### src/rtl/assert_macros.svh
// ---------------------------------------------------------------------------
// Assertion macros
// Shared concurrent assertion forms for the RTL.
// ---------------------------------------------------------------------------
`ifndef ASSERT_MACROS_SVH
`define ASSERT_MACROS_SVH

// Clocked check, switched off while reset is asserted
`define NPMT_ASSERT(lbl, clk, rstn, prop, msg) \
	lbl: assert property (@(posedge clk) disable iff (!(rstn)) (prop)) else $error(msg);

// Clocked implication, switched off while reset is asserted
`define NPMT_ASSERT_IMP(lbl, clk, rstn, ante, cons, msg) \
	lbl: assert property (@(posedge clk) disable iff (!(rstn)) (ante) |-> (cons)) \
		else $error(msg);

`endif

### src/rtl/npmt_pkg.sv
// ---------------------------------------------------------------------------
// npmt_pkg
// Types, request codes and key constants of the position mark table.
// ---------------------------------------------------------------------------
`default_nettype none

package npmt_pkg;

	localparam int KEY_W   = 8;
	localparam int LINE_W  = 32;
	localparam int COL_W   = 16;
	localparam int REQ_W   = 3;
	localparam int ENTRY_W = KEY_W + LINE_W + COL_W;

	// request codes
	localparam logic [REQ_W-1:0] REQ_SET      = 3'd0;
	localparam logic [REQ_W-1:0] REQ_SET_CTX  = 3'd1;
	localparam logic [REQ_W-1:0] REQ_GET      = 3'd2;
	localparam logic [REQ_W-1:0] REQ_CLR_ALL  = 3'd3;
	localparam logic [REQ_W-1:0] REQ_CLR_LINE = 3'd4;

	// keys with a meaning of their own
	localparam logic [KEY_W-1:0] KEY_NUL       = 8'h00;
	localparam logic [KEY_W-1:0] KEY_APOSTROPHE = 8'h27;
	localparam logic [KEY_W-1:0] KEY_BACKQUOTE = 8'h60;

	// result of the shared compare unit
	typedef struct packed {
		logic key_hit;
		logic line_hit;
		logic free;
	} cmp_res_t;

	function automatic logic is_letter(input logic [KEY_W-1:0] k);
		return ((k >= 8'h41) && (k <= 8'h5A)) || ((k >= 8'h61) && (k <= 8'h7A));
	endfunction

	function automatic logic is_ctx_key(input logic [KEY_W-1:0] k);
		return (k == KEY_APOSTROPHE) || (k == KEY_BACKQUOTE);
	endfunction

endpackage

`default_nettype wire

### src/rtl/npmt_ram.sv
// ---------------------------------------------------------------------------
// npmt_ram
// Generic single-write, single-read RAM with registered read data.
// ---------------------------------------------------------------------------
`default_nettype none

module npmt_ram #(
	parameter int WIDTH = 8,
	parameter int DEPTH = 16,
	parameter int AW    = (DEPTH > 1) ? $clog2(DEPTH) : 1
) (
	input  logic             clk,
	input  logic             we,
	input  logic [AW-1:0]    waddr,
	input  logic [WIDTH-1:0] wdata,
	input  logic [AW-1:0]    raddr,
	output logic [WIDTH-1:0] rdata
);

	logic [WIDTH-1:0] mem_q [DEPTH];

	// write port
	always_ff @(posedge clk) begin
		if (we) begin
			mem_q[waddr] <= wdata;
		end
	end

	// registered read port
	always_ff @(posedge clk) begin
		rdata <= mem_q[raddr];
	end

endmodule

`default_nettype wire

### src/rtl/npmt_cmp.sv
// ---------------------------------------------------------------------------
// npmt_cmp
// Shared compare unit: checks one stored slot against the request.
// ---------------------------------------------------------------------------
`default_nettype none

module npmt_cmp (
	input  logic [npmt_pkg::KEY_W-1:0]  slot_key,
	input  logic [npmt_pkg::LINE_W-1:0] slot_line,
	input  logic                        slot_valid,
	input  logic [npmt_pkg::KEY_W-1:0]  req_key,
	input  logic [npmt_pkg::LINE_W-1:0] req_line,
	output npmt_pkg::cmp_res_t          res
);

	import npmt_pkg::*;

	// key and line compares, gated by the slot being occupied
	always_comb begin
		res.key_hit  = slot_valid && (slot_key == req_key);
		res.line_hit = slot_valid && (slot_line == req_line);
		res.free     = !slot_valid;
	end

endmodule

`default_nettype wire

### src/rtl/named_position_mark_table.sv
// ---------------------------------------------------------------------------
// named_position_mark_table
// Associative table of one-letter marks to (line, column) positions.
// ---------------------------------------------------------------------------
// Usage:
//   A request beat is taken at a rising edge with start high and busy low.
//   Each request gives one result beat: done is high for exactly one cycle
//   with ok, mark_line and mark_column valid; the receiver cannot stall it.
//   Set-context, clear-all, context gets, NUL gets, non-letter sets and
//   unused codes finish at once: done is high in the cycle after the beat
//   and a new beat may be taken in that same cycle (one beat a cycle).
//   Set, plain get and clear-line walk the slot store one slot a cycle
//   through the single read port of the entry RAM and the shared compare
//   unit: busy is high until the cycle done rises, and done is registered
//   from the compare at the slot where the walk ends (a get or an update
//   stops at its hit).
//   Reset clears every slot valid bit and the context valid bit at once;
//   no clearing pass is needed and the block is ready straight after reset.
// ---------------------------------------------------------------------------
`default_nettype none

module named_position_mark_table #(
	parameter int SLOT_COUNT = 10
) (
	input  logic                        clk,
	input  logic                        arst_n,
	input  logic                        start,
	output logic                        busy,
	input  logic [npmt_pkg::REQ_W-1:0]  req_type,
	input  logic [npmt_pkg::KEY_W-1:0]  key,
	input  logic [npmt_pkg::LINE_W-1:0] cursor_line,
	input  logic [npmt_pkg::COL_W-1:0]  cursor_column,
	output logic                        done,
	output logic                        ok,
	output logic [npmt_pkg::LINE_W-1:0] mark_line,
	output logic [npmt_pkg::COL_W-1:0]  mark_column
);

	import npmt_pkg::*;

	`include "assert_macros.svh"

	localparam int IW = (SLOT_COUNT > 1) ? $clog2(SLOT_COUNT) : 1;
	localparam logic [IW-1:0] LAST_IDX = IW'(SLOT_COUNT - 1);

	localparam logic ST_IDLE = 1'b0;
	localparam logic ST_SCAN = 1'b1;

	logic             state_q;
	logic [IW-1:0]    idx_q;
	logic [REQ_W-1:0] req_q;
	logic [KEY_W-1:0] key_q;
	logic [LINE_W-1:0] line_q;
	logic [COL_W-1:0] col_q;
	logic             free_found_q;
	logic [IW-1:0]    free_idx_q;
	logic [SLOT_COUNT-1:0] valid_q;
	logic [LINE_W-1:0] ctx_line_q;
	logic [COL_W-1:0] ctx_col_q;
	logic             ctx_valid_q;
	logic             done_q;
	logic             ok_q;
	logic [LINE_W-1:0] mark_line_q;
	logic [COL_W-1:0] mark_column_q;

	logic             accept;
	logic             scan_req;
	logic             last;
	logic             in_scan;
	logic             ram_we;
	logic [IW-1:0]    ram_waddr;
	logic [IW-1:0]    ram_raddr;
	logic [ENTRY_W-1:0] ram_rdata;
	logic [KEY_W-1:0] rd_key;
	logic [LINE_W-1:0] rd_line;
	logic [COL_W-1:0] rd_col;
	cmp_res_t         cmp;
	logic             done_d;
	logic             ok_d;
	logic [LINE_W-1:0] line_d;
	logic [COL_W-1:0] col_d;

	assign busy    = (state_q != ST_IDLE);
	assign accept  = start && !busy;
	assign in_scan = (state_q == ST_SCAN);
	assign last    = (idx_q == LAST_IDX);

	// requests that need a walk over the slots
	assign scan_req = ((req_type == REQ_SET) && is_letter(key)) ||
		((req_type == REQ_GET) && (key != KEY_NUL) && !is_ctx_key(key)) ||
		(req_type == REQ_CLR_LINE);

	// entry store: key, line, column per slot
	assign ram_raddr = (in_scan && !last) ? (idx_q + IW'(1)) : '0;

	npmt_ram #(
		.WIDTH (ENTRY_W),
		.DEPTH (SLOT_COUNT),
		.AW    (IW)
	) u_ram (
		.clk   (clk),
		.we    (ram_we),
		.waddr (ram_waddr),
		.wdata ({key_q, line_q, col_q}),
		.raddr (ram_raddr),
		.rdata (ram_rdata)
	);

	assign {rd_key, rd_line, rd_col} = ram_rdata;

	npmt_cmp u_cmp (
		.slot_key   (rd_key),
		.slot_line  (rd_line),
		.slot_valid (valid_q[idx_q]),
		.req_key    (key_q),
		.req_line   (line_q),
		.res        (cmp)
	);

	// set write: update on a hit, else take the first free slot at the end
	always_comb begin
		ram_we    = in_scan && (req_q == REQ_SET) &&
			(cmp.key_hit || (last && (free_found_q || cmp.free)));
		ram_waddr = (!cmp.key_hit && free_found_q) ? free_idx_q : idx_q;
	end

	// result of this cycle
	always_comb begin
		done_d = 1'b0;
		ok_d   = 1'b0;
		line_d = '0;
		col_d  = '0;
		if (accept && !scan_req) begin
			done_d = 1'b1;
			case (req_type)
				REQ_SET_CTX: ok_d = 1'b1;
				REQ_GET: begin
					if (is_ctx_key(key) && ctx_valid_q) begin
						ok_d   = 1'b1;
						line_d = ctx_line_q;
						col_d  = ctx_col_q;
					end
				end
				default: ok_d = 1'b0;
			endcase
		end else if (in_scan) begin
			case (req_q)
				REQ_GET: begin
					if (cmp.key_hit) begin
						done_d = 1'b1;
						ok_d   = 1'b1;
						line_d = rd_line;
						col_d  = rd_col;
					end else if (last) begin
						done_d = 1'b1;
					end
				end
				REQ_SET: begin
					if (cmp.key_hit || last) begin
						done_d = 1'b1;
						ok_d   = ram_we;
					end
				end
				default: done_d = last;
			endcase
		end
	end

	// sequencer and control state
	always_ff @(posedge clk or negedge arst_n) begin
		if (!arst_n) begin
			state_q      <= ST_IDLE;
			idx_q        <= '0;
			req_q        <= REQ_SET;
			free_found_q <= 1'b0;
			free_idx_q   <= '0;
			valid_q      <= '0;
			ctx_valid_q  <= 1'b0;
			done_q       <= 1'b0;
			ok_q         <= 1'b0;
		end else begin
			done_q <= done_d;
			ok_q   <= ok_d;
			if (accept) begin
				req_q        <= req_type;
				idx_q        <= '0;
				free_found_q <= 1'b0;
				if (scan_req) begin
					state_q <= ST_SCAN;
				end
				case (req_type)
					REQ_SET_CTX: ctx_valid_q <= 1'b1;
					REQ_CLR_ALL: begin
						valid_q     <= '0;
						ctx_valid_q <= 1'b0;
					end
					REQ_CLR_LINE: begin
						if (ctx_line_q == cursor_line) begin
							ctx_valid_q <= 1'b0;
						end
					end
					default: ;
				endcase
			end else if (in_scan) begin
				if (done_d) begin
					state_q <= ST_IDLE;
				end else begin
					idx_q <= idx_q + IW'(1);
				end
				if (!free_found_q && cmp.free) begin
					free_found_q <= 1'b1;
					free_idx_q   <= idx_q;
				end
				if ((req_q == REQ_CLR_LINE) && cmp.line_hit) begin
					valid_q[idx_q] <= 1'b0;
				end
				if (ram_we) begin
					valid_q[ram_waddr] <= 1'b1;
				end
			end
		end
	end

	// request and result payload
	always_ff @(posedge clk) begin
		if (accept) begin
			key_q  <= key;
			line_q <= cursor_line;
			col_q  <= cursor_column;
			if (req_type == REQ_SET_CTX) begin
				ctx_line_q <= cursor_line;
				ctx_col_q  <= cursor_column;
			end
		end
		mark_line_q   <= line_d;
		mark_column_q <= col_d;
	end

	assign done        = done_q;
	assign ok          = ok_q;
	assign mark_line   = mark_line_q;
	assign mark_column = mark_column_q;

	// checks
	`NPMT_ASSERT_IMP(a_done_cause, clk, arst_n, done,
		$past(busy) || $past(start), "result beat without a request")
	`NPMT_ASSERT_IMP(a_idx_range, clk, arst_n, busy, idx_q <= LAST_IDX,
		"slot walk beyond the last slot")
	`NPMT_ASSERT_IMP(a_miss_zero, clk, arst_n, done && !ok,
		(mark_line == '0) && (mark_column == '0), "failed result with a position")
	`NPMT_ASSERT_IMP(a_clear_not_ok, clk, arst_n,
		done && ((req_q == REQ_CLR_ALL) || (req_q == REQ_CLR_LINE)), !ok,
		"clear request reported ok")

endmodule

`default_nettype wire
### config.mk
export PLATFORM = sky130hd
export DESIGN_NAME = named_position_mark_table
export DESIGN_NICKNAME = d
export VERILOG_FILES = /design/src/rtl/npmt_pkg.sv /design/src/rtl/npmt_ram.sv /design/src/rtl/npmt_cmp.sv /design/src/rtl/named_position_mark_table.sv
export VERILOG_INCLUDE_DIRS = /design/src /design/src/rtl
export SDC_FILE = /design/constraint.sdc
export NUM_CORES = 1
export LEC_CHECK = 0
export ABC_CLOCK_PERIOD_IN_PS = 6300
export BUFFER_PORTS_ARGS = -buffer_cell sky130_fd_sc_hd__buf_2
export CORE_MARGIN = 1
export CORE_UTILIZATION = 25
export DETAILED_ROUTE_END_ITERATION = 8
export PLACE_DENSITY = 0.45
export SLEW_MARGIN = 20
export SYNTH_ARGS = -nofsm -noshare
export SYNTH_HDL_FRONTEND = slang
export SYNTH_SLANG_ARGS = --single-unit
export TNS_END_PERCENT = 10
### constraint.sdc
create_clock -name clk -period 6.3 [get_ports clk]
set_clock_uncertainty 0.15 [all_clocks]
set_input_delay 0.63 -clock clk [delete_from_list [all_inputs] [get_ports clk]]
set_output_delay 0.63 -clock clk [all_outputs]
set_load 0.01 [all_outputs]
==> impl_metrics.toml <==
[synthesis]
synth_area_sq_um = 29300
avgSynthCellArea_sq_um = 15.5
synth_compound_area_frac = 0.0921
synthMuxAreaShare = 0.0230
synth-adder-area-share = 0.00171
synth-seq-cells = 794
synth_flop_cell = "edfxtp_1"
synth_edf_count = 664
synth_xor_area_frac = 0.0224
yosys_warnings = 0
syn_nets = 1963
synthArstFlopShare = 0.0327
synth_top_family_by_area = "compound AO/OA/AOI/OAI gates"
synth_cell_types = 59
synth-simple-area-share = 0.0701
synth_cells = 1897
yosysSeqAreaShare = 0.773

[clock_network]
clock_sinks = 794
hold_buffers = 10
cts.reportedPaths.clkPinSlew_ns = 0.06
cts_tree = "done"
post_cts_resized = 0
cts-root-buf = "clkbuf_16"
numCtsBuffers = 86
clockBufferDepth = 3
clock_latency_ns = 0.64
postCtsSetupRepairBufs = 0
h-tree-depth = 3

[route]
wl_per_cell_um = 22.9
wl_mm = 82.9
vias = 17300
drt-initial-drc-count = 1466
drt.antenna.violating_nets = 0
routed_via_density = 4.77
drt_pass1_iterations = 6
drc_errors = 0

[sta]
final_hold_viol_count = 0
fin_setup_tns_ns = 0
slew_violations = 0
finalSetupViolCount = 0
fin_ws_ns = 1.80
worst_pin_slew_ns = 1.13
relSlewSlack = 0.245
post-route-period-util = 0.715
fin_crit_ns = 4.50
timing.hold.ws_ns = 0.0514
rsz0062_at_grt = "no"
clock.fmax_mhz = 222

[worst_hold_path]
whs_endpoint = "ctx_col_q[14]"
min_path_cells = 1
hold_path.class = "in -> reg"
worstHoldStart = "cursor_column[14]"

[setup_path]
cp.arrival_ns = 4.59
path_cells = "buf_4 -> ha_1 -> and2_1 -> nand2_1 -> o2bb2ai_1 -> o21ai_1 -> nor2_4 -> buf_4"
r2r_setup_slack_ns = 1.80
path_max_fanout = 56
start_kind = "flip-flop"
cp_slowest_cell = "buf_4"
crit_path_frequent_cell = "buf_4"
r2r-end = "u_ram.mem_q[6][33]"
rr_worst_depth = 8
max_stage_delay_ns = 0.84
path_class = "reg -> reg"
worst_setup_path_end_kind = "flip-flop"
crit_required_ns = 6.39
r2r_start = "idx_q[0]"

[place]
pre_cts_ws_ns = 1.71
gp_congestion = 0.769
portBuffers = 112
place_area_sq_um = 31800
dp.cells = 3443
dp_hpwl_mm = 45.8

[layout]
fillCellCount = 11500
syn2layout_area_growth_pct = 18.5
final_common_cell = "edfxtp_1"
drive_gt1_frac = 0.145
layout_common_cells = "edfxtp_1, nand2_1, nand3_1, o221ai_1, buf_2"
fin_area_sq_um = 34800
num-nets-final = 2085
final_cells = 3618

[die]
dieWidth_um = 345
ios = 113
fp.dieH_um = 345
start_util = 0.252
die_area_sq_um = 119000
rows = 125
core_area_sq_um = 116000

[pwr]
vdd_drop_max_mv = 0.265
p_leak_nw = 11.8
powerDensity_nw_per_um2 = 420

[grt]
gr-total-overflow = 0
track_usage = 0.139
grt_antenna_before_repair = 5
grt_pass1_vias = 17200
grt_start_max_net_pins = 89
grt_pass1_wl_mm = 121

[job]
cap_violations = 0

[run_status]
status = "finished clean"
==> synth_stat cells (7+ instances only) <==
library cell,count,area share
and4_1,9,0.0027
dfxtp_1,104,0.071
xnor2_1,40,0.012
mux2_2,7,0.0027
nand3_1,123,0.021
xor2_1,35,0.010
nand4_1,11,0.0023
dfrtp_1,26,0.022
nand2_1,254,0.033
a31oi_1,58,0.012
edfxtp_1,664,0.68
o22ai_1,66,0.014
o221ai_1,112,0.033
nor2_1,18,0.0023
nor4_1,12,0.0026
buf_1,10,0.0013
clkbuf_1,102,0.013
a21oi_1,61,0.010
mux2i_1,57,0.019
a22o_1,48,0.014
==> per-stage QoR <==
step	total power [mW]	utilization
floorplan	8.55	-
global placement	9.79	0.274
detailed placement	9.82	0.274
CTS	14.8	0.299
global route	15.3	0.299
finish	14.6	0.299
==> state kept, by name, summed over array words and instances, names as in the netlist <==
signal / flops
u_ram.mem_q: 560
col_q: 16
u_ram.rdata: 56
req_q: 3
line_q: 32
key_q: 8
busy: 1
free_idx_q: 4
mark_line: 32
valid_q: 10
ctx_col_q: 16
ctx_valid_q: 1
ctx_line_q: 32
idx_q: 4
free_found_q: 1
ok: 1
done: 1
mark_column: 16
==> power by group <==
part | internal [mW] | switching (mW) | total (mW) | leakage, nW
clock | 2.87 | 2.04 | 4.91 | 1.35
sequential | 6.19 | 0.439 | 6.63 | 7.19
combinational | 0.998 | 2.05 | 3.05 | 3.27
total | 10.1 | 4.52 | 14.6 | 11.8
==> how the worst max path moves through the flow <==
stage	from	endpoint	slack, ns	cells after the start
4_1_cts	idx_q[0]	u_ram.mem_q[4][46]	1.70	8
6_report	idx_q[0]	u_ram.mem_q[6][33]	1.80	8
2_1_floorplan	busy	ctx_col_q[0]	1.23	4
3_3_place_gp	idx_q[0]	u_ram.mem_q[1][23]	1.67	8
3_5_place_dp	idx_q[0]	u_ram.mem_q[4][37]	1.71	8
5_1_grt	idx_q[0]	u_ram.mem_q[6][33]	1.48	7
==> routing by layer <==
layer	up-vias	track usage	wire length [um]
li1	7676	-	-
met1	8999	0.199	39100
met2	465	0.218	37800
met3	110	0.0227	4360
met4	2	0.0324	1540
met5	-	0	19
==> worst max-delay path, delay by kind of cell (launching register included) <==
family                     cells  cell delay [ns]
buffers and inverters          2             1.55
AOI/OAI and AO/OA              2             0.80
DFF                            1             0.71
adders and majority gates      1             0.34
and+or+nand+nor                3             0.45
==> cell type report <==
type / instances / area, sq um / area share
clock inverters: 29 / 304 / 0.00875
inverters: 8 / 33.8 / 0.000972
repair buffers: 155 / 1080 / 0.0310
flip-flops and latches: 794 / 22700 / 0.652
diodes: 1 / 2.50 / 0.0000720
multi-input cells: 974 / 6310 / 0.181
clock buffers: 133 / 2460 / 0.0708
well taps: 1524 / 1910 / 0.0548
==> cells by family after synthesis <==
kind of cell             after synthesis
flip-flops                           794
AND/OR/NAND/NOR                      455
AO/OA/AOI/OAI                        374
buffers and inverters                129
XOR/XNOR                              75
multiplexers                          66
adder cells (fa/ha/maj)                4
Note: power is estimated with default switching activity, not from simulation.
